File: src/hdl/ntcct_pkg.sv
package ntcct_pkg;

   localparam int unsigned TableEntriesDefault = 141;
   localparam int unsigned IndexWidth          = 8;
   localparam int unsigned CodeWidth           = 16;
   localparam int unsigned TempWidth           = 11;
   localparam int unsigned StatusWidth         = 2;
   localparam int unsigned ProductWidth        = 25;
   localparam int unsigned DivisorWidth        = 16;
   localparam int unsigned DivSteps            = ProductWidth;
   localparam int unsigned DivCountWidth       = $clog2(DivSteps);

   localparam logic [DivisorWidth:0]   HalfScale   = 17'd32768;
   localparam logic [ProductWidth-1:0] RatioScale  = 25'd1000;
   localparam logic [12:0]             IndexOffset = 13'd40;
   localparam logic [12:0]             DegreeScale = 13'd10;

   localparam logic signed [TempWidth-1:0] ColdTemp = -11'sd400;
   localparam logic signed [TempWidth-1:0] HotTemp  = 11'sd1000;

   localparam logic [StatusWidth-1:0] StatusInRange = 2'd0;
   localparam logic [StatusWidth-1:0] StatusCold    = 2'd1;
   localparam logic [StatusWidth-1:0] StatusHot     = 2'd2;

   // descending 10k ntc ratio table, entry i stands for (i - 40) degrees
   function automatic logic [15:0] ntc_rom_at(input logic [IndexWidth-1:0] idx);
      logic [15:0] r;
      case (idx)
         8'd0: r = 16'd20375;   8'd1: r = 16'd19204;   8'd2: r = 16'd18115;
         8'd3: r = 16'd17100;   8'd4: r = 16'd16152;   8'd5: r = 16'd15266;
         8'd6: r = 16'd14437;   8'd7: r = 16'd13661;   8'd8: r = 16'd12934;
         8'd9: r = 16'd12251;   8'd10: r = 16'd11611;  8'd11: r = 16'd11008;
         8'd12: r = 16'd10442;  8'd13: r = 16'd9909;   8'd14: r = 16'd9407;
         8'd15: r = 16'd8935;   8'd16: r = 16'd8489;   8'd17: r = 16'd8068;
         8'd18: r = 16'd7672;   8'd19: r = 16'd7297;   8'd20: r = 16'd6943;
         8'd21: r = 16'd6608;   8'd22: r = 16'd6292;   8'd23: r = 16'd5993;
         8'd24: r = 16'd5710;   8'd25: r = 16'd5442;   8'd26: r = 16'd5188;
         8'd27: r = 16'd4948;   8'd28: r = 16'd4720;   8'd29: r = 16'd4504;
         8'd30: r = 16'd4300;   8'd31: r = 16'd4105;   8'd32: r = 16'd3921;
         8'd33: r = 16'd3746;   8'd34: r = 16'd3580;   8'd35: r = 16'd3422;
         8'd36: r = 16'd3272;   8'd37: r = 16'd3130;   8'd38: r = 16'd2994;
         8'd39: r = 16'd2866;   8'd40: r = 16'd2751;   8'd41: r = 16'd2627;
         8'd42: r = 16'd2516;   8'd43: r = 16'd2410;   8'd44: r = 16'd2310;
         8'd45: r = 16'd2214;   8'd46: r = 16'd2123;   8'd47: r = 16'd2036;
         8'd48: r = 16'd1953;   8'd49: r = 16'd1874;   8'd50: r = 16'd1801;
         8'd51: r = 16'd1726;   8'd52: r = 16'd1658;   8'd53: r = 16'd1592;
         8'd54: r = 16'd1530;   8'd55: r = 16'd1470;   8'd56: r = 16'd1413;
         8'd57: r = 16'd1358;   8'd58: r = 16'd1306;   8'd59: r = 16'd1256;
         8'd60: r = 16'd1209;   8'd61: r = 16'd1163;   8'd62: r = 16'd1119;
         8'd63: r = 16'd1078;   8'd64: r = 16'd1038;   8'd65: r = 16'd1000;
         8'd66: r = 16'd963;    8'd67: r = 16'd928;    8'd68: r = 16'd894;
         8'd69: r = 16'd862;    8'd70: r = 16'd831;    8'd71: r = 16'd801;
         8'd72: r = 16'd773;    8'd73: r = 16'd746;    8'd74: r = 16'd719;
         8'd75: r = 16'd694;    8'd76: r = 16'd670;    8'd77: r = 16'd647;
         8'd78: r = 16'd625;    8'd79: r = 16'd604;    8'd80: r = 16'd583;
         8'd81: r = 16'd563;    8'd82: r = 16'd544;    8'd83: r = 16'd526;
         8'd84: r = 16'd509;    8'd85: r = 16'd492;    8'd86: r = 16'd476;
         8'd87: r = 16'd460;    8'd88: r = 16'd445;    8'd89: r = 16'd431;
         8'd90: r = 16'd416;    8'd91: r = 16'd403;    8'd92: r = 16'd390;
         8'd93: r = 16'd378;    8'd94: r = 16'd366;    8'd95: r = 16'd355;
         8'd96: r = 16'd343;    8'd97: r = 16'd333;    8'd98: r = 16'd322;
         8'd99: r = 16'd312;    8'd100: r = 16'd303;   8'd101: r = 16'd294;
         8'd102: r = 16'd285;   8'd103: r = 16'd276;   8'd104: r = 16'd268;
         8'd105: r = 16'd260;   8'd106: r = 16'd252;   8'd107: r = 16'd244;
         8'd108: r = 16'd237;   8'd109: r = 16'd230;   8'd110: r = 16'd224;
         8'd111: r = 16'd217;   8'd112: r = 16'd211;   8'd113: r = 16'd205;
         8'd114: r = 16'd199;   8'd115: r = 16'd193;   8'd116: r = 16'd188;
         8'd117: r = 16'd182;   8'd118: r = 16'd177;   8'd119: r = 16'd172;
         8'd120: r = 16'd167;   8'd121: r = 16'd163;   8'd122: r = 16'd158;
         8'd123: r = 16'd154;   8'd124: r = 16'd150;   8'd125: r = 16'd146;
         8'd126: r = 16'd142;   8'd127: r = 16'd138;   8'd128: r = 16'd134;
         8'd129: r = 16'd131;   8'd130: r = 16'd127;   8'd131: r = 16'd124;
         8'd132: r = 16'd120;   8'd133: r = 16'd117;   8'd134: r = 16'd114;
         8'd135: r = 16'd111;   8'd136: r = 16'd108;   8'd137: r = 16'd106;
         8'd138: r = 16'd103;   8'd139: r = 16'd100;   8'd140: r = 16'd98;
         default: r = 16'd0;
      endcase
      return r;
   endfunction

endpackage

File: src/hdl/ntc_code_to_temperature.sv
// Converts one 16-bit thermistor code into a temperature in tenths of a degree
// Celsius plus a range status. Pulse start with busy low to hand in a word.
// A code of half scale or more answers as cold in the cycle after it is taken. For
// any other code the accepting edge registers the code*1000 product and the
// divisor. After it come the start of the divider, 25 restoring steps that form
// the resistance ratio and the load of the search. Then an edge check against
// each end entry, up to eight binary search probes of the table through one
// comparator, a step to close the search and the registering of the result.
// The result word appears for exactly one cycle with rsp_valid high; the
// receiver cannot stall it and must take it in that cycle.
// busy is low again in that same cycle, so the next word may be started at once.
module ntc_code_to_temperature
   import ntcct_pkg::*;
#(
   parameter int unsigned TABLE_ENTRIES = TableEntriesDefault
)
(
   input  logic                        clock,
   input  logic                        reset,
   input  logic                        start,
   output logic                        busy,
   input  logic [CodeWidth-1:0]        req_adc_code,
   output logic                        rsp_valid,
   output logic signed [TempWidth-1:0] rsp_temp_deci_c,
   output logic [StatusWidth-1:0]      rsp_range_status
);

   typedef enum logic [1:0] {
      S_IDLE,
      S_DIVIDE,
      S_SEARCH
   } state_type;

   state_type                    state_ff;
   logic                         div_go_ff;
   logic [ProductWidth-1:0]      product_ff;
   logic [DivisorWidth-1:0]      divisor_ff;
   logic                         rsp_valid_ff;
   logic signed [TempWidth-1:0]  rsp_temp_ff;
   logic [StatusWidth-1:0]       rsp_status_ff;

   logic                         accept;
   logic [ProductWidth-1:0]      product_in;
   logic [DivisorWidth-1:0]      divisor_in;
   logic                         div_done;
   logic [ProductWidth-1:0]      ratio;
   logic                         search_done;
   logic signed [TempWidth-1:0]  search_temp;
   logic [StatusWidth-1:0]       search_status;

   assign accept     = start && (state_ff == S_IDLE);
   assign product_in = {{(ProductWidth-CodeWidth+1){1'b0}}, req_adc_code[CodeWidth-2:0]}
                       * RatioScale;
   assign divisor_in = DivisorWidth'(HalfScale - {1'b0, req_adc_code});

   ntcct_div u_div (
      .clock    (clock),
      .reset    (reset),
      .go       (div_go_ff),
      .dividend (product_ff),
      .divisor  (divisor_ff),
      .done     (div_done),
      .quotient (ratio)
   );

   ntcct_search #(
      .TABLE_ENTRIES (TABLE_ENTRIES)
   ) u_search (
      .clock  (clock),
      .reset  (reset),
      .go     (div_done),
      .ratio  (ratio),
      .done   (search_done),
      .temp   (search_temp),
      .status (search_status)
   );

   always_ff @(posedge clock) begin
      div_go_ff    <= 1'b0;
      rsp_valid_ff <= 1'b0;
      case (state_ff)
         S_IDLE: begin
            if (accept) begin
               if (req_adc_code[CodeWidth-1]) begin
                  rsp_valid_ff  <= 1'b1;
                  rsp_temp_ff   <= ColdTemp;
                  rsp_status_ff <= StatusCold;
               end else begin
                  product_ff <= product_in;
                  divisor_ff <= divisor_in;
                  div_go_ff  <= 1'b1;
                  state_ff   <= S_DIVIDE;
               end
            end
         end
         S_DIVIDE: begin
            if (div_done) begin
               state_ff <= S_SEARCH;
            end
         end
         S_SEARCH: begin
            if (search_done) begin
               rsp_valid_ff  <= 1'b1;
               rsp_temp_ff   <= search_temp;
               rsp_status_ff <= search_status;
               state_ff      <= S_IDLE;
            end
         end
         default: begin
            state_ff <= S_IDLE;
         end
      endcase
      if (reset) begin
         state_ff     <= S_IDLE;
         div_go_ff    <= 1'b0;
         rsp_valid_ff <= 1'b0;
      end
   end

   assign busy             = (state_ff != S_IDLE);
   assign rsp_valid        = rsp_valid_ff;
   assign rsp_temp_deci_c  = rsp_temp_ff;
   assign rsp_range_status = rsp_status_ff;

   // half scale codes answer cold on the next cycle
   a_cold_shortcut: assert property (@(posedge clock) disable iff (reset)
      start && !busy && req_adc_code[CodeWidth-1]
      |=> rsp_valid && rsp_range_status == StatusCold && rsp_temp_deci_c == ColdTemp)
      else $error("half scale code not answered cold");

   a_status_code: assert property (@(posedge clock) disable iff (reset)
      rsp_valid |-> (rsp_range_status == StatusInRange ||
                     rsp_range_status == StatusCold ||
                     rsp_range_status == StatusHot))
      else $error("bad range status");

   a_hot_temp: assert property (@(posedge clock) disable iff (reset)
      rsp_valid && rsp_range_status == StatusHot |-> rsp_temp_deci_c == HotTemp)
      else $error("hot clamp with wrong temperature");

   a_result_frees: assert property (@(posedge clock) disable iff (reset)
      rsp_valid |-> !busy)
      else $error("result word while still busy");

endmodule

File: src/hdl/ntcct_div.sv
module ntcct_div
   import ntcct_pkg::*;
(
   input  logic                    clock,
   input  logic                    reset,
   input  logic                    go,
   input  logic [ProductWidth-1:0] dividend,
   input  logic [DivisorWidth-1:0] divisor,
   output logic                    done,
   output logic [ProductWidth-1:0] quotient
);

   logic                     run_ff;
   logic                     done_ff;
   logic [DivCountWidth-1:0] count_ff;
   logic [DivisorWidth-1:0]  divisor_ff;
   logic [DivisorWidth-1:0]  rem_ff;
   logic [ProductWidth-1:0]  quo_ff;

   logic [DivisorWidth:0]    trial;
   logic [DivisorWidth+1:0]  diff;
   logic                     borrow;
   logic [DivisorWidth-1:0]  rem_in;
   logic [ProductWidth-1:0]  quo_in;

   // one restoring step per cycle
   always_comb begin
      trial  = {rem_ff, quo_ff[ProductWidth-1]};
      diff   = {1'b0, trial} - {2'b00, divisor_ff};
      borrow = diff[DivisorWidth+1];
      rem_in = borrow ? trial[DivisorWidth-1:0] : diff[DivisorWidth-1:0];
      quo_in = {quo_ff[ProductWidth-2:0], ~borrow};
   end

   always_ff @(posedge clock) begin
      done_ff <= 1'b0;
      if (go) begin
         run_ff     <= 1'b1;
         count_ff   <= DivCountWidth'(DivSteps - 1);
         divisor_ff <= divisor;
         rem_ff     <= '0;
         quo_ff     <= dividend;
      end else if (run_ff) begin
         rem_ff <= rem_in;
         quo_ff <= quo_in;
         if (count_ff == '0) begin
            run_ff  <= 1'b0;
            done_ff <= 1'b1;
         end else begin
            count_ff <= count_ff - 1'b1;
         end
      end
      if (reset) begin
         run_ff  <= 1'b0;
         done_ff <= 1'b0;
      end
   end

   assign done     = done_ff;
   assign quotient = quo_ff;

endmodule

File: src/hdl/ntcct_search.sv
module ntcct_search
   import ntcct_pkg::*;
#(
   parameter int unsigned TABLE_ENTRIES = TableEntriesDefault
)
(
   input  logic                          clock,
   input  logic                          reset,
   input  logic                          go,
   input  logic [ProductWidth-1:0]       ratio,
   output logic                          done,
   output logic signed [TempWidth-1:0]   temp,
   output logic [StatusWidth-1:0]        status
);

   localparam logic [IndexWidth-1:0] LastIdx = IndexWidth'(TABLE_ENTRIES - 1);

   typedef enum logic [1:0] {
      S_IDLE,
      S_EDGE_LO,
      S_EDGE_HI,
      S_PROBE
   } state_type;

   state_type                    state_ff;
   logic [ProductWidth-1:0]      ratio_ff;
   logic [IndexWidth-1:0]        lo_ff;
   logic [IndexWidth-1:0]        hi_ff;
   logic                         done_ff;
   logic signed [TempWidth-1:0]  temp_ff;
   logic [StatusWidth-1:0]       status_ff;

   logic [IndexWidth-1:0]        mid;
   logic [IndexWidth-1:0]        sel_idx;
   logic [15:0]                  rom_val;
   logic                         ratio_gt;
   logic                         ratio_eq;
   logic                         span_open;
   logic [TempWidth-1:0]         temp_in;

   // single shared greater-than and equal compare against the selected table entry
   always_comb begin
      mid = IndexWidth'(({1'b0, lo_ff} + {1'b0, hi_ff}) >> 1);
      case (state_ff)
         S_EDGE_LO: sel_idx = '0;
         S_EDGE_HI: sel_idx = LastIdx;
         default:   sel_idx = mid;
      endcase
      rom_val   = ntc_rom_at(sel_idx);
      ratio_gt  = ratio_ff > {{(ProductWidth-16){1'b0}}, rom_val};
      ratio_eq  = ratio_ff == {{(ProductWidth-16){1'b0}}, rom_val};
      span_open = {1'b0, hi_ff} > ({1'b0, lo_ff} + 1'b1);
      temp_in   = TempWidth'(({5'd0, lo_ff} - IndexOffset) * DegreeScale);
   end

   always_ff @(posedge clock) begin
      done_ff <= 1'b0;
      case (state_ff)
         S_IDLE: begin
            if (go) begin
               ratio_ff <= ratio;
               lo_ff    <= '0;
               hi_ff    <= LastIdx;
               state_ff <= S_EDGE_LO;
            end
         end
         S_EDGE_LO: begin
            if (ratio_gt || ratio_eq) begin
               done_ff   <= 1'b1;
               temp_ff   <= ColdTemp;
               status_ff <= StatusCold;
               state_ff  <= S_IDLE;
            end else begin
               state_ff <= S_EDGE_HI;
            end
         end
         S_EDGE_HI: begin
            if (!ratio_gt) begin
               done_ff   <= 1'b1;
               temp_ff   <= HotTemp;
               status_ff <= StatusHot;
               state_ff  <= S_IDLE;
            end else begin
               state_ff <= S_PROBE;
            end
         end
         S_PROBE: begin
            if (span_open) begin
               if (ratio_gt) begin
                  hi_ff <= mid;
               end else begin
                  lo_ff <= mid;
               end
            end else begin
               done_ff   <= 1'b1;
               temp_ff   <= temp_in;
               status_ff <= StatusInRange;
               state_ff  <= S_IDLE;
            end
         end
         default: begin
            state_ff <= S_IDLE;
         end
      endcase
      if (reset) begin
         state_ff <= S_IDLE;
         done_ff  <= 1'b0;
      end
   end

   assign done   = done_ff;
   assign temp   = temp_ff;
   assign status = status_ff;

endmodule
File: config.mk
export PLATFORM = sky130hd
export DESIGN_NAME = ntc_code_to_temperature
export DESIGN_NICKNAME = d
export VERILOG_FILES = /design/src/hdl/ntcct_pkg.sv /design/src/hdl/ntc_code_to_temperature.sv /design/src/hdl/ntcct_div.sv /design/src/hdl/ntcct_search.sv
export SDC_FILE = /design/constraint.sdc
export NUM_CORES = 1
export LEC_CHECK = 0
export BUFFER_PORTS_ARGS = -buffer_cell sky130_fd_sc_hd__buf_2
export CORE_ASPECT_RATIO = 2
export CORE_UTILIZATION = 64
export CTS_CLUSTER_SIZE = 16
export DETAILED_ROUTE_END_ITERATION = 12
export PLACE_DENSITY_LB_ADDON = 0.2
export SYNTH_ARGS = -nofsm -noshare
export SYNTH_HDL_FRONTEND = slang
export SYNTH_SLANG_ARGS = --single-unit
File: constraint.sdc
create_clock -name clock -period 6 [get_ports clock]
set_clock_uncertainty 0.2 [all_clocks]
set_input_delay 0.6 -clock clock [delete_from_list [all_inputs] [get_ports clock]]
set_output_delay 0.6 -clock clock [all_outputs]
set_load 0.005 [all_outputs]
==> results of run 1 <==
[state kept, by name (all words and copies together), names as in the netlist, 5 cells and up]
signal,count
divisor_ff,16
product_ff,21
rsp_temp_deci_c,10
u_div.count_ff,5
u_div.divisor_ff,16
u_div.quotient,25
u_div.rem_ff,16
u_search.hi_ff,8
u_search.lo_ff,8
u_search.ratio_ff,25
u_search.temp,10
[final timing paths]
path	from	cells past startpoint	endpoint
worst min-delay path	divisor_ff[11]	0	u_div.divisor_ff[11]
worst max-delay path	u_search.lo_ff[0]	23	u_search.status[0]
worst min register to register	divisor_ff[11]	0	u_div.divisor_ff[11]
worst max register to register	u_search.lo_ff[0]	23	u_search.status[0]
[layout by cell type (no fill, tap or decap), types with 46 or more instances in the layout]
cell type | Yosys | routed
edfxtp_1 | 143 | 143
nand2_1 | 81 | 80
fa_1 | 53 | 53
o21ai_0 | 65 | 64
buf_4 | 10 | 100
nor2_1 | 83 | 83
xnor2_1 | 46 | 46
inv_1 | 82 | 82
a21oi_1 | 69 | 69
ha_1 | 148 | 142
[what timing repair did]
| item | CTS | global route |
|---|---|---|
| resized for setup | 0 | 11 |
| setup endpoints to repair | 0 | 31 |
| setup buffers | 0 | 7 |
[per-layer routing]
metal | track usage [%] | vias up | wire (µm)
met2 | 70.9 | 481 | 22200
met1 | 34.8 | 5517 | 12700
li1 | - | 5170 | -
met3 | 6.43 | 198 | 2100
met4 | 32.6 | 0 | 3930
met5 | 0 | - | 0
[kinds of logic after synthesis]
group | after synthesis
other | 1
multiplexers | 40
XOR/XNOR | 67
adder cells (fa/ha/maj) | 201
buffers and inverters | 162
flip-flops | 173
AO/OA/AOI/OAI | 355
AND/OR/NAND/NOR | 353
[power groups by stage]
| stage | Sequential (µW) | Clock, µW | Combinational, µW |
|---|---|---|---|
| 2_1_floorplan | 1630 | 0 | 2370 |
| 3_3_place_gp | 1650 | 0 | 3350 |
| 3_5_place_dp | 1660 | 0 | 3410 |
| 4_1_cts | 1630 | 1130 | 3450 |
| 5_1_grt | 1650 | 1180 | 3860 |
| 6_report | 1630 | 1120 | 3580 |
[final cells by class]
| class | count | area, µm² | share of cell area [%] |
|---|---|---|---|
| diodes | 1 | 2.50 | 0.0162 |
| clock buffers | 18 | 429 | 2.79 |
| clock inverters | 14 | 171 | 1.11 |
| inverters | 87 | 327 | 2.12 |
| multi-input cells | 1017 | 8230 | 53.4 |
| flip-flops and latches | 173 | 4900 | 31.8 |
| well taps | 269 | 337 | 2.18 |
| repair buffers | 137 | 1010 | 6.56 |
[stage by stage]
step / hold slack, ps / instance area, µm² / std cells / power, µW / setup WS (ps)
2_1_floorplan: 200 / 13800 / 1352 / 4000 / 628
3_3_place_gp: 201 / 14700 / 1676 / 5000 / 105
3_5_place_dp: 205 / 14700 / 1676 / 5070 / 74.4
4_1_cts: 223 / 15300 / 1708 / 6220 / 20.1
5_1_grt: 225 / 15400 / 1716 / 6690 / 1.19
6_report: 223 / 15400 / 1716 / 6340 / 308
==> run metrics, run 1 <==
Synth async-reset ratio=0%; Critical Path Start Type=register; Setup-failing EPs final=0; Avg Inst Size Synth=10.2 µm²; Die Span Y=209 µm; DRC viols=0; Crit-path slowest cell=fa_1; wire per inst=23.8 µm; outcome=finished clean; logic gate share of total power=56.6%; Peak supply drop=0.489 mV; RSZ-0062 raised after global routing=no; clock share of power=17.7%; Seq/Total Area, Yosys=between 30% and 40%; Min Clock Period, post-route=5690 ps; post-synth top area share=31.2%; worst-path cell chain=ha_2, inv_1, fa_1, nand2b_1, a21boi_1, nor3_4, buf_12, buf_4, buf_12, o211ai_1, o21ai_0, a211o_1, o311ai_2, nand3_1, ha_1, o21a_1, o21ai_0, a21oi_1, o221ai_1, o2111ai_1, mux2i_1, o221a_2, buf_12; Cells after Synth=1,352; layout cells sized above 1=16.0%; slack of the worst reg-to-reg path=around 310 ps; largest net degree at the start of global routing=50; Synth-to-Final Area Change=11.9%; Simple-Gate Fraction of Synth Area=12.9%; CTS H-tree lvls=4; clk slew on worst S/H paths=70 ps; top cells by count, synth=148 x ha_1, 143 x edfxtp_1, 83 x nor2_1; TritonCTS clock tree=built; clk sinks=between 150 and 200; portion of netlist area occupied by mux cells=between 3 and 4%; Layout Nets=1,653; clk buf depth=2; number of global-route vias before repair=approximately 12k; Hold Buf Count CTS=0; CTS Buf Count=17; worst-path maximum fanout=18; Synth Flop Type=edfxtp_1; CP arrival=5650 ps; Sw Pwr=between 2000 and 3000 µW; DR iter-0 viols=796; synth top area cells=edfxtp_1 31%, ha_1 13%, fa_1 7.7%, dfxtp_1 4.4%, xnor2_1 2.9%; die area=22,100 µm²; first-pass GRT wire length=about 63 mm; Placer Congestion=0.985; Pre-antenna DRT Iters=5; Slew @ Worst Pin=1100 ps; WP buf/inv=5; global route total overflow=0; Slew HR=a little over a quarter; initial core utilization=65.5%; Post-Synth Adder-Cell Area=21.2%; Worst path top cell family by delay=compound AO/OA/AOI/OAI gates; Finished Core Util=73.3%; Post-synth EDFFs=between 100 and 150; number of max-cap violations=0; Int Power=3620 µW; maximum clock frequency=0.176 GHz; cell with the most instances after synthesis=ha_1; Synth Area in Compound Gates=17.9%; post-synth net total=1,572; Vias/cell=about 6.6; initial antenna violation count=1; Final HPWL DP=31.5 mm; power per cell area=411 nW/µm²; Hold WC Path Type=register to register; Cell Rows=75; crit-path most repeated cell=buf_12; core area=21,000 µm²; Total GRT Usage=a little under two fifths; XOR/XNOR Fraction of Synth Area=under 10%; Leak Pwr=0.00623 µW; antenna-violating nets left=0; CP peak stage delay=around 480 ps; Vias=about 11k; YS warnings=0; DRT Wirelength=40.9 mm; sequential power share=25.8%; Filler cells=approximately 1.5k; Setup Crit Path Kind=register to register; num ports=34; Yosys cell types=90; I/O Buffers=32; CP endpoint kind=register; Fin. Hold Viols=0; synthesized flop and latch total=173; Mapped Area=13,800 µm²; clk_lat worst skew=450 ps; Slew Limit Fails=0; main combinational cell family by area after synthesis=adder cells; Die X=about 110 µm; final worst-path cycle share=between 90% and 100%; setup tns final=0 ps; worst endpoint required time=~6000 ps; Synth area leader=edfxtp_1; Switching Fraction=a little over two fifths; CTS root buf=clkbuf_16
(Power assumes the default switching activity.)
==> inputs of run 2 (changes only) <==
--- a/config.mk
+++ b/config.mk
@@ -8,6 +8,7 @@
 export BUFFER_PORTS_ARGS = -buffer_cell sky130_fd_sc_hd__buf_2
 export CORE_ASPECT_RATIO = 2
 export CORE_UTILIZATION = 64
+export CTS_BUF_LIST = sky130_fd_sc_hd__clkbuf_8 sky130_fd_sc_hd__clkbuf_16
 export CTS_CLUSTER_SIZE = 16
 export DETAILED_ROUTE_END_ITERATION = 12
 export PLACE_DENSITY_LB_ADDON = 0.2
==> run 2 against run 1 <==
  * Combinational power barely moved
  * Setup slack barely moved
  * Sequential cell count unchanged
  * Count of clock-buffer cells in the layout is 1 lower
  * Critical path type unchanged
  * Non-clock buffer count unchanged
  * Register-to-register slack barely moved
  * Critical path depth did not move
  * Global-route usage did not move
  * Worst hold slack about the same
  * Sequential share of layout area unchanged
  * Clock power hardly changed
  * Via count about the same
==> run metrics, run 2 (synthesized netlist as in run 1, its figures left out) <==
initial antenna violation count=1 (unchanged); Total GRT Usage=38.1% (unchanged); DR iter-0 viols=796 (unchanged); first-pass GRT wire length=62.9 mm (unchanged); most frequent cells in the layout=143 x edfxtp_1, 142 x ha_1, 100 x buf_4; global route total overflow=0 (unchanged); TritonCTS clock tree=built; Cell Rows=75 (unchanged); Pre-antenna DRT Iters=5 (unchanged); worst-path maximum fanout=18 (unchanged); num ports=34 (unchanged); Critical Path Start Type=register; Finished Core Util=73.3% (unchanged); Min Clock Period, post-route=5690 ps (+0.0120 ps); most common cell after layout, fill and taps aside=edfxtp_1; wire per inst=23.9 µm (about the same); Fin. Hold Viols=0 (unchanged); worst endpoint required time=5960 ps (about the same); I/O Buffers=32 (unchanged); clk slew on worst S/H paths=70 ps (about the same); Leak Pwr=0.00624 µW (about the same); initial core utilization=65.5% (unchanged); number of global-route vias before repair=11.8k (unchanged); power per cell area=411 nW/µm² (about the same); Vias=11.4k (+0.035%); CP arrival=5650 ps (about the same); Slew Limit Fails=0 (unchanged); CTS H-tree lvls=4 (unchanged); final worst-path cycle share=94.9% (about the same); Peak supply drop=0.488 mV (-0.18%); Slew HR=27.0% (unchanged); CP endpoint kind=register; Worst Setup EP=u_search.status[0]; Vias/cell=6.63 (about the same); slack of the worst reg-to-reg path=310 ps (about the same); number of max-cap violations=0 (unchanged); Layout Nets=1,653 (unchanged); clk_lat worst skew=450 ps (about the same); setup tns final=0 ps (unchanged); antenna-violating nets left=0 (unchanged); worst r2r dst=u_search.status[0]; worst r2r src=u_search.lo_ff[0]; Setup Crit Path Kind=register to register; Die Span Y=209 µm (unchanged); Hold Buf Count CTS=0 (unchanged); die area=22,100 µm² (unchanged); Hold WC Path Type=register to register; Crit. Startpoint=u_search.lo_ff[0]; Placer Congestion=0.985 (unchanged); outcome=finished clean; clk sinks=173 (unchanged); Synth-to-Final Area Change=11.9% (unchanged); DRC viols=0 (unchanged); CTS root buf=clkbuf_16; CTS Buf Count=17 (unchanged); core area=21,000 µm² (unchanged); Setup-failing EPs final=0 (unchanged); DRT Wirelength=40.9 mm (about the same); RSZ-0062 raised after global routing=no; layout cells sized above 1=16.0% (unchanged); Final HPWL DP=31.5 mm (unchanged); Worst Reg-to-Reg Cells=23 (unchanged); Slew @ Worst Pin=1100 ps (unchanged); largest net degree at the start of global routing=50 (unchanged); Die X=106 µm (unchanged); maximum clock frequency=0.176 GHz (about the same); clk buf depth=2 (unchanged)
## run 2: changes by cell type in the layout (fill, tap and decap cells not counted), sizes merged
cell    change
clkbuf      -1
inv         +1
## run 2: stage by stage
stage / hold WS (ps) / cell area (µm²) / power (µW) / instances / worst slack (ps)
after global placement: 201 / 14700 / 5000 / 1676 / 105
final: 223 / 15400 / 6340 / 1716 / 308
after detailed placement: 205 / 14700 / 5070 / 1676 / 74.4
after global routing: 225 / 15400 / 6690 / 1716 / 1.19
after CTS: 223 / 15300 / 6210 / 1708 / 20.1
after floorplan: 200 / 13800 / 4000 / 1352 / 628
## run 2: repair_timing
| item | in CTS | in global routing |
|---|---|---|
| setup endpoints to repair | 0 | 31 |
| setup buffers | 0 | 7 |
| gates resized for setup | 0 | 11 |
## run 2: worst max-delay path, stage by stage, from the launching register on
cell	delay, ps
edfxtp_1	420
ha_2	260
inv_1	70
fa_1	480
nand2b_1	280
a21boi_1	390
nor3_4	90
buf_12	160
buf_4	140
buf_12	140
o211ai_1	190
o21ai_0	120
a211o_1	320
o311ai_2	140
nand3_1	220
ha_1	340
o21a_1	120
o21ai_0	150
a21oi_1	90
o221ai_1	180
o2111ai_1	230
mux2i_1	260
o221a_2	250
buf_12	150
## run 2: report_power, final
| group | internal (µW) | switching [µW] | leakage [µW] |
|---|---|---|---|
| sequential | 1540 | 88.2 | 0.00152 |
| combinational | 1480 | 2110 | 0.00442 |
| clock | 596 | 524 | 0.000293 |
| total | 3620 | 2720 | 0.00624 |
## run 2: worst min path at each step
| stage | slack [ps] | depth (start not counted) | from | end |
|---|---|---|---|---|
| final | 220 | 0 | divisor_ff[11] | u_div.divisor_ff[11] |
| after global routing | 230 | 0 | divisor_ff[9] | u_div.divisor_ff[9] |
| after global placement | 200 | 0 | divisor_ff[7] | u_div.divisor_ff[7] |
| after detailed placement | 210 | 0 | divisor_ff[11] | u_div.divisor_ff[11] |
| after CTS | 220 | 0 | divisor_ff[11] | u_div.divisor_ff[11] |
| after floorplan | 200 | 0 | divisor_ff[10] | u_div.divisor_ff[10] |
## run 2: layout make-up
| cell class | count | area, µm² |
|---|---|---|
| Antenna cell | 1 | 2.50 |
| Clock buffer | 17 | 425 |
| Clock inverter | 15 | 175 |
| Fill cell | 1525 | 5610 |
| Inverter | 87 | 327 |
| Multi-Input combinational cell | 1017 | 8230 |
| Sequential cell | 173 | 4900 |
| Tap cell | 269 | 337 |
| Timing Repair Buffer | 137 | 1010 |
## run 2: metal layers
layer  vias up  part of all wire [%]  global-route usage, %
li1       5170                     -                      -
met1      5517                    31                   34.8
met2       483                    54                   70.9
met3       200                   5.1                   6.43
met4         0                   9.7                   32.6
met5         -                     0                      0
==> inputs of run 3 (changes only) <==
--- a/config.mk
+++ b/config.mk
@@ -5,6 +5,7 @@
 export SDC_FILE = /design/constraint.sdc
 export NUM_CORES = 1
 export LEC_CHECK = 0
+export ABC_AREA = 1
 export BUFFER_PORTS_ARGS = -buffer_cell sky130_fd_sc_hd__buf_2
 export CORE_ASPECT_RATIO = 2
 export CORE_UTILIZATION = 64
==> run 3 against run 2 <==
  * Wire length down 5.1%
  * Critical path type unchanged
  * Sequential cell count unchanged
  * Setup slack worse by 25 ps
  * Total power down 27%
  * Via count up 0.33%
  * Combinational power down 45%
  * Global-route usage down 1.4 points
  * Area after synthesis about the same
  * Worst hold slack worse by 9.1 ps
==> run metrics, run 3 <==
outcome=finished clean; RSZ-0062 raised after global routing=no; largest net degree at the start of global routing=44 (-12%); Synth async-reset ratio=0% (unchanged); Min Clock Period, post-route=5720 ps (+25.4 ps); Die X=106 µm (about the same); initial core utilization=65.5% (about the same); final cell area excluding filler cells=14,600 µm² (-5.0%); CP arrival=5660 ps (about the same); wire per inst=20.2 µm (-15%); Hold WC Path Type=register to register; Cell Rows=75 (unchanged); top cells by count, synth=437 x nand2_1, 177 x inv_1, 165 x nand3_1; CTS resizes=0 (unchanged); Avg Inst Size Synth=8.48 µm² (-17%); Seq/Total Area, Yosys=35.6% (about the same); CTS Buf Count=17 (unchanged); Synth-to-Final Area Change=6.34%; worst-path maximum fanout=12 (-6); Die Span Y=209 µm (about the same); synth top area cells=edfxtp_1 31%, ha_1 13%, nand2_1 12%, fa_1 7.7%, nand3_1 6.0%; synthesized flop and latch total=173 (unchanged); antenna-violating nets left=0 (unchanged); Final HPWL DP=30.0 mm (-4.9%); maximum clock frequency=0.175 GHz (-0.44%); Cells after Synth=1,623 (+20%); global route total overflow=0 (unchanged); setup tns final=0 ps (unchanged); Critical Path Start Type=register; Yosys cell types=56 (-38%); DR iter-0 viols=633 (-20%); clk slew on worst S/H paths=70 ps (about the same); Vias=11.4k (+0.33%); Hold Buf Count CTS=0 (unchanged); DRT Wirelength=38.9 mm (-5.1%); DRC viols=0 (unchanged); final worst-path cycle share=95.3% (+0.42 points); core area=21,000 µm² (unchanged); Peak supply drop=0.299 mV (-39%); dpl cell area=14,000 µm² (-4.4%); CTS root buf=clkbuf_16; post-synth top area share=31.2% (about the same); TritonCTS clock tree=built; # diodes=0 (-1); Slew Limit Fails=0 (unchanged); # Post-CTS Setup Buffers=0 (unchanged); Fin. Hold Viols=0 (unchanged); number of max-cap violations=0 (unchanged); num ports=34 (unchanged); Leak Pwr=0.00674 µW (+8.0%); Mapped Area=13,800 µm² (about the same); Post-synth EDFFs=143 (unchanged); first-pass GRT wire length=60.7 mm (-3.6%); Synth area leader=edfxtp_1; clk sinks=173 (unchanged); cell with the most instances after synthesis=nand2_1; CTS H-tree lvls=4 (unchanged); Slew HR=14.6% (-12 points); I/O Buffers=32 (unchanged); Setup-failing EPs final=0 (unchanged); layout cells sized above 1=7.79% (-8.2 points); Placer Congestion=1.06 (+7.9%); Vias/cell=5.93 (-11%); CP endpoint kind=register; initial antenna violation count=0 (-1); Synth Flop Type=edfxtp_1; clk buf depth=2 (unchanged); Total GRT Usage=36.6% (-1.4 points); slack of the worst reg-to-reg path=280 ps (-30 ps); Pre-antenna DRT Iters=5 (unchanged); clk_lat worst skew=440 ps (about the same); Setup Crit Path Kind=register to register; Slew @ Worst Pin=1280 ps (+186 ps); post-synth net total=1,843 (+17%); most frequent cells in the layout=437 x nand2_1, 178 x inv_1, 165 x nand3_1; Layout Nets=1,862 (+13%); number of global-route vias before repair=11.7k (-0.69%); power per cell area=317 nW/µm² (-23%); worst endpoint required time=5940 ps (-20 ps); YS warnings=0 (unchanged); most common cell after layout, fill and taps aside=nand2_1; die area=22,100 µm² (about the same)
run 3: changes by cell type in the layout (fill, tap and decap cells not counted), sizes merged, moves of 17 or more:
cell / previous run / this run
a21o: 25 / 4
buf: 137 / 44
inv: 94 / 190
mux2: 23 / 0
mux2i: 17 / 0
nand2: 82 / 453
nand2b: 20 / 0
nand3: 42 / 175
nor2b: 17 / 0
xnor2: 46 / 14
xor2: 21 / 40
run 3: critical path, stage by stage (launching register included):
cell and delay (ps):
edfxtp_1 480, ha_1 280, inv_1 90, fa_1 500, nor2_2 370, inv_1 280
ha_1 410, inv_1 120, nand3_1 390, nand2_1 240, nand2_1 90, nand3_1 100
nand3_1 90, a21oi_1 160, nor2_1 70, ha_1 270, nand3_1 90, nor4_1 400
nand2_1 230, nand3_1 160, nand2_1 80, nor2_1 100, buf_4 200
run 3: cell type report:
cell class	count	area, µm²
tap	269	337
sequential	173	4900
clock buffer	17	425
clock inverter	15	163
multi-input combinational	1219	7850
fill	1653	6380
timing repair buffer	44	263
inverter	187	707
run 3: cells by family after synthesis:
kind of cell | share of synthesized area [%]
other | 0.0272
buffers and inverters | 7.51
AOI/OAI and AO/OA | 7.80
and+or+nand+nor | 24.5
xor gates and xnor gates | 3.44
DFF | 35.6
adders and majority gates | 21.2
run 3: worst paths after layout:
kind,from,end,depth (start not counted)
worst max-delay path,u_search.lo_ff[0],u_search.temp[1],22
worst min-delay path,divisor_ff[3],u_div.divisor_ff[3],0
worst max register to register,u_search.lo_ff[0],u_search.temp[1],22
worst min register to register,divisor_ff[3],u_div.divisor_ff[3],0
run 3: power by group:
group	internal [µW]	leakage, µW	switching (µW)
registers	1510	0.00151	62.4
logic	721	0.00494	1240
clock network	619	0.000286	483
total	2850	0.00674	1790
run 3: layer usage:
metal | track usage [%] | share of wire (%)
met1 | 34.3 | 32
met2 | 69.7 | 55
met3 | 5.62 | 4.8
met4 | 27.2 | 7.7
met5 | 0 | 0
run 3: through the flow:
step	power [µW]	std cells	utilization (%)	setup slack, ps	hold slack (ps)
global route	4940	1924	69.6	7.48	217
CTS	4620	1924	69.6	239	213
global placement	3460	1892	66.8	491	201
finish	4640	1924	69.6	283	213
floorplan	3070	1623	-	1050	200
detailed placement	3510	1892	66.8	263	205
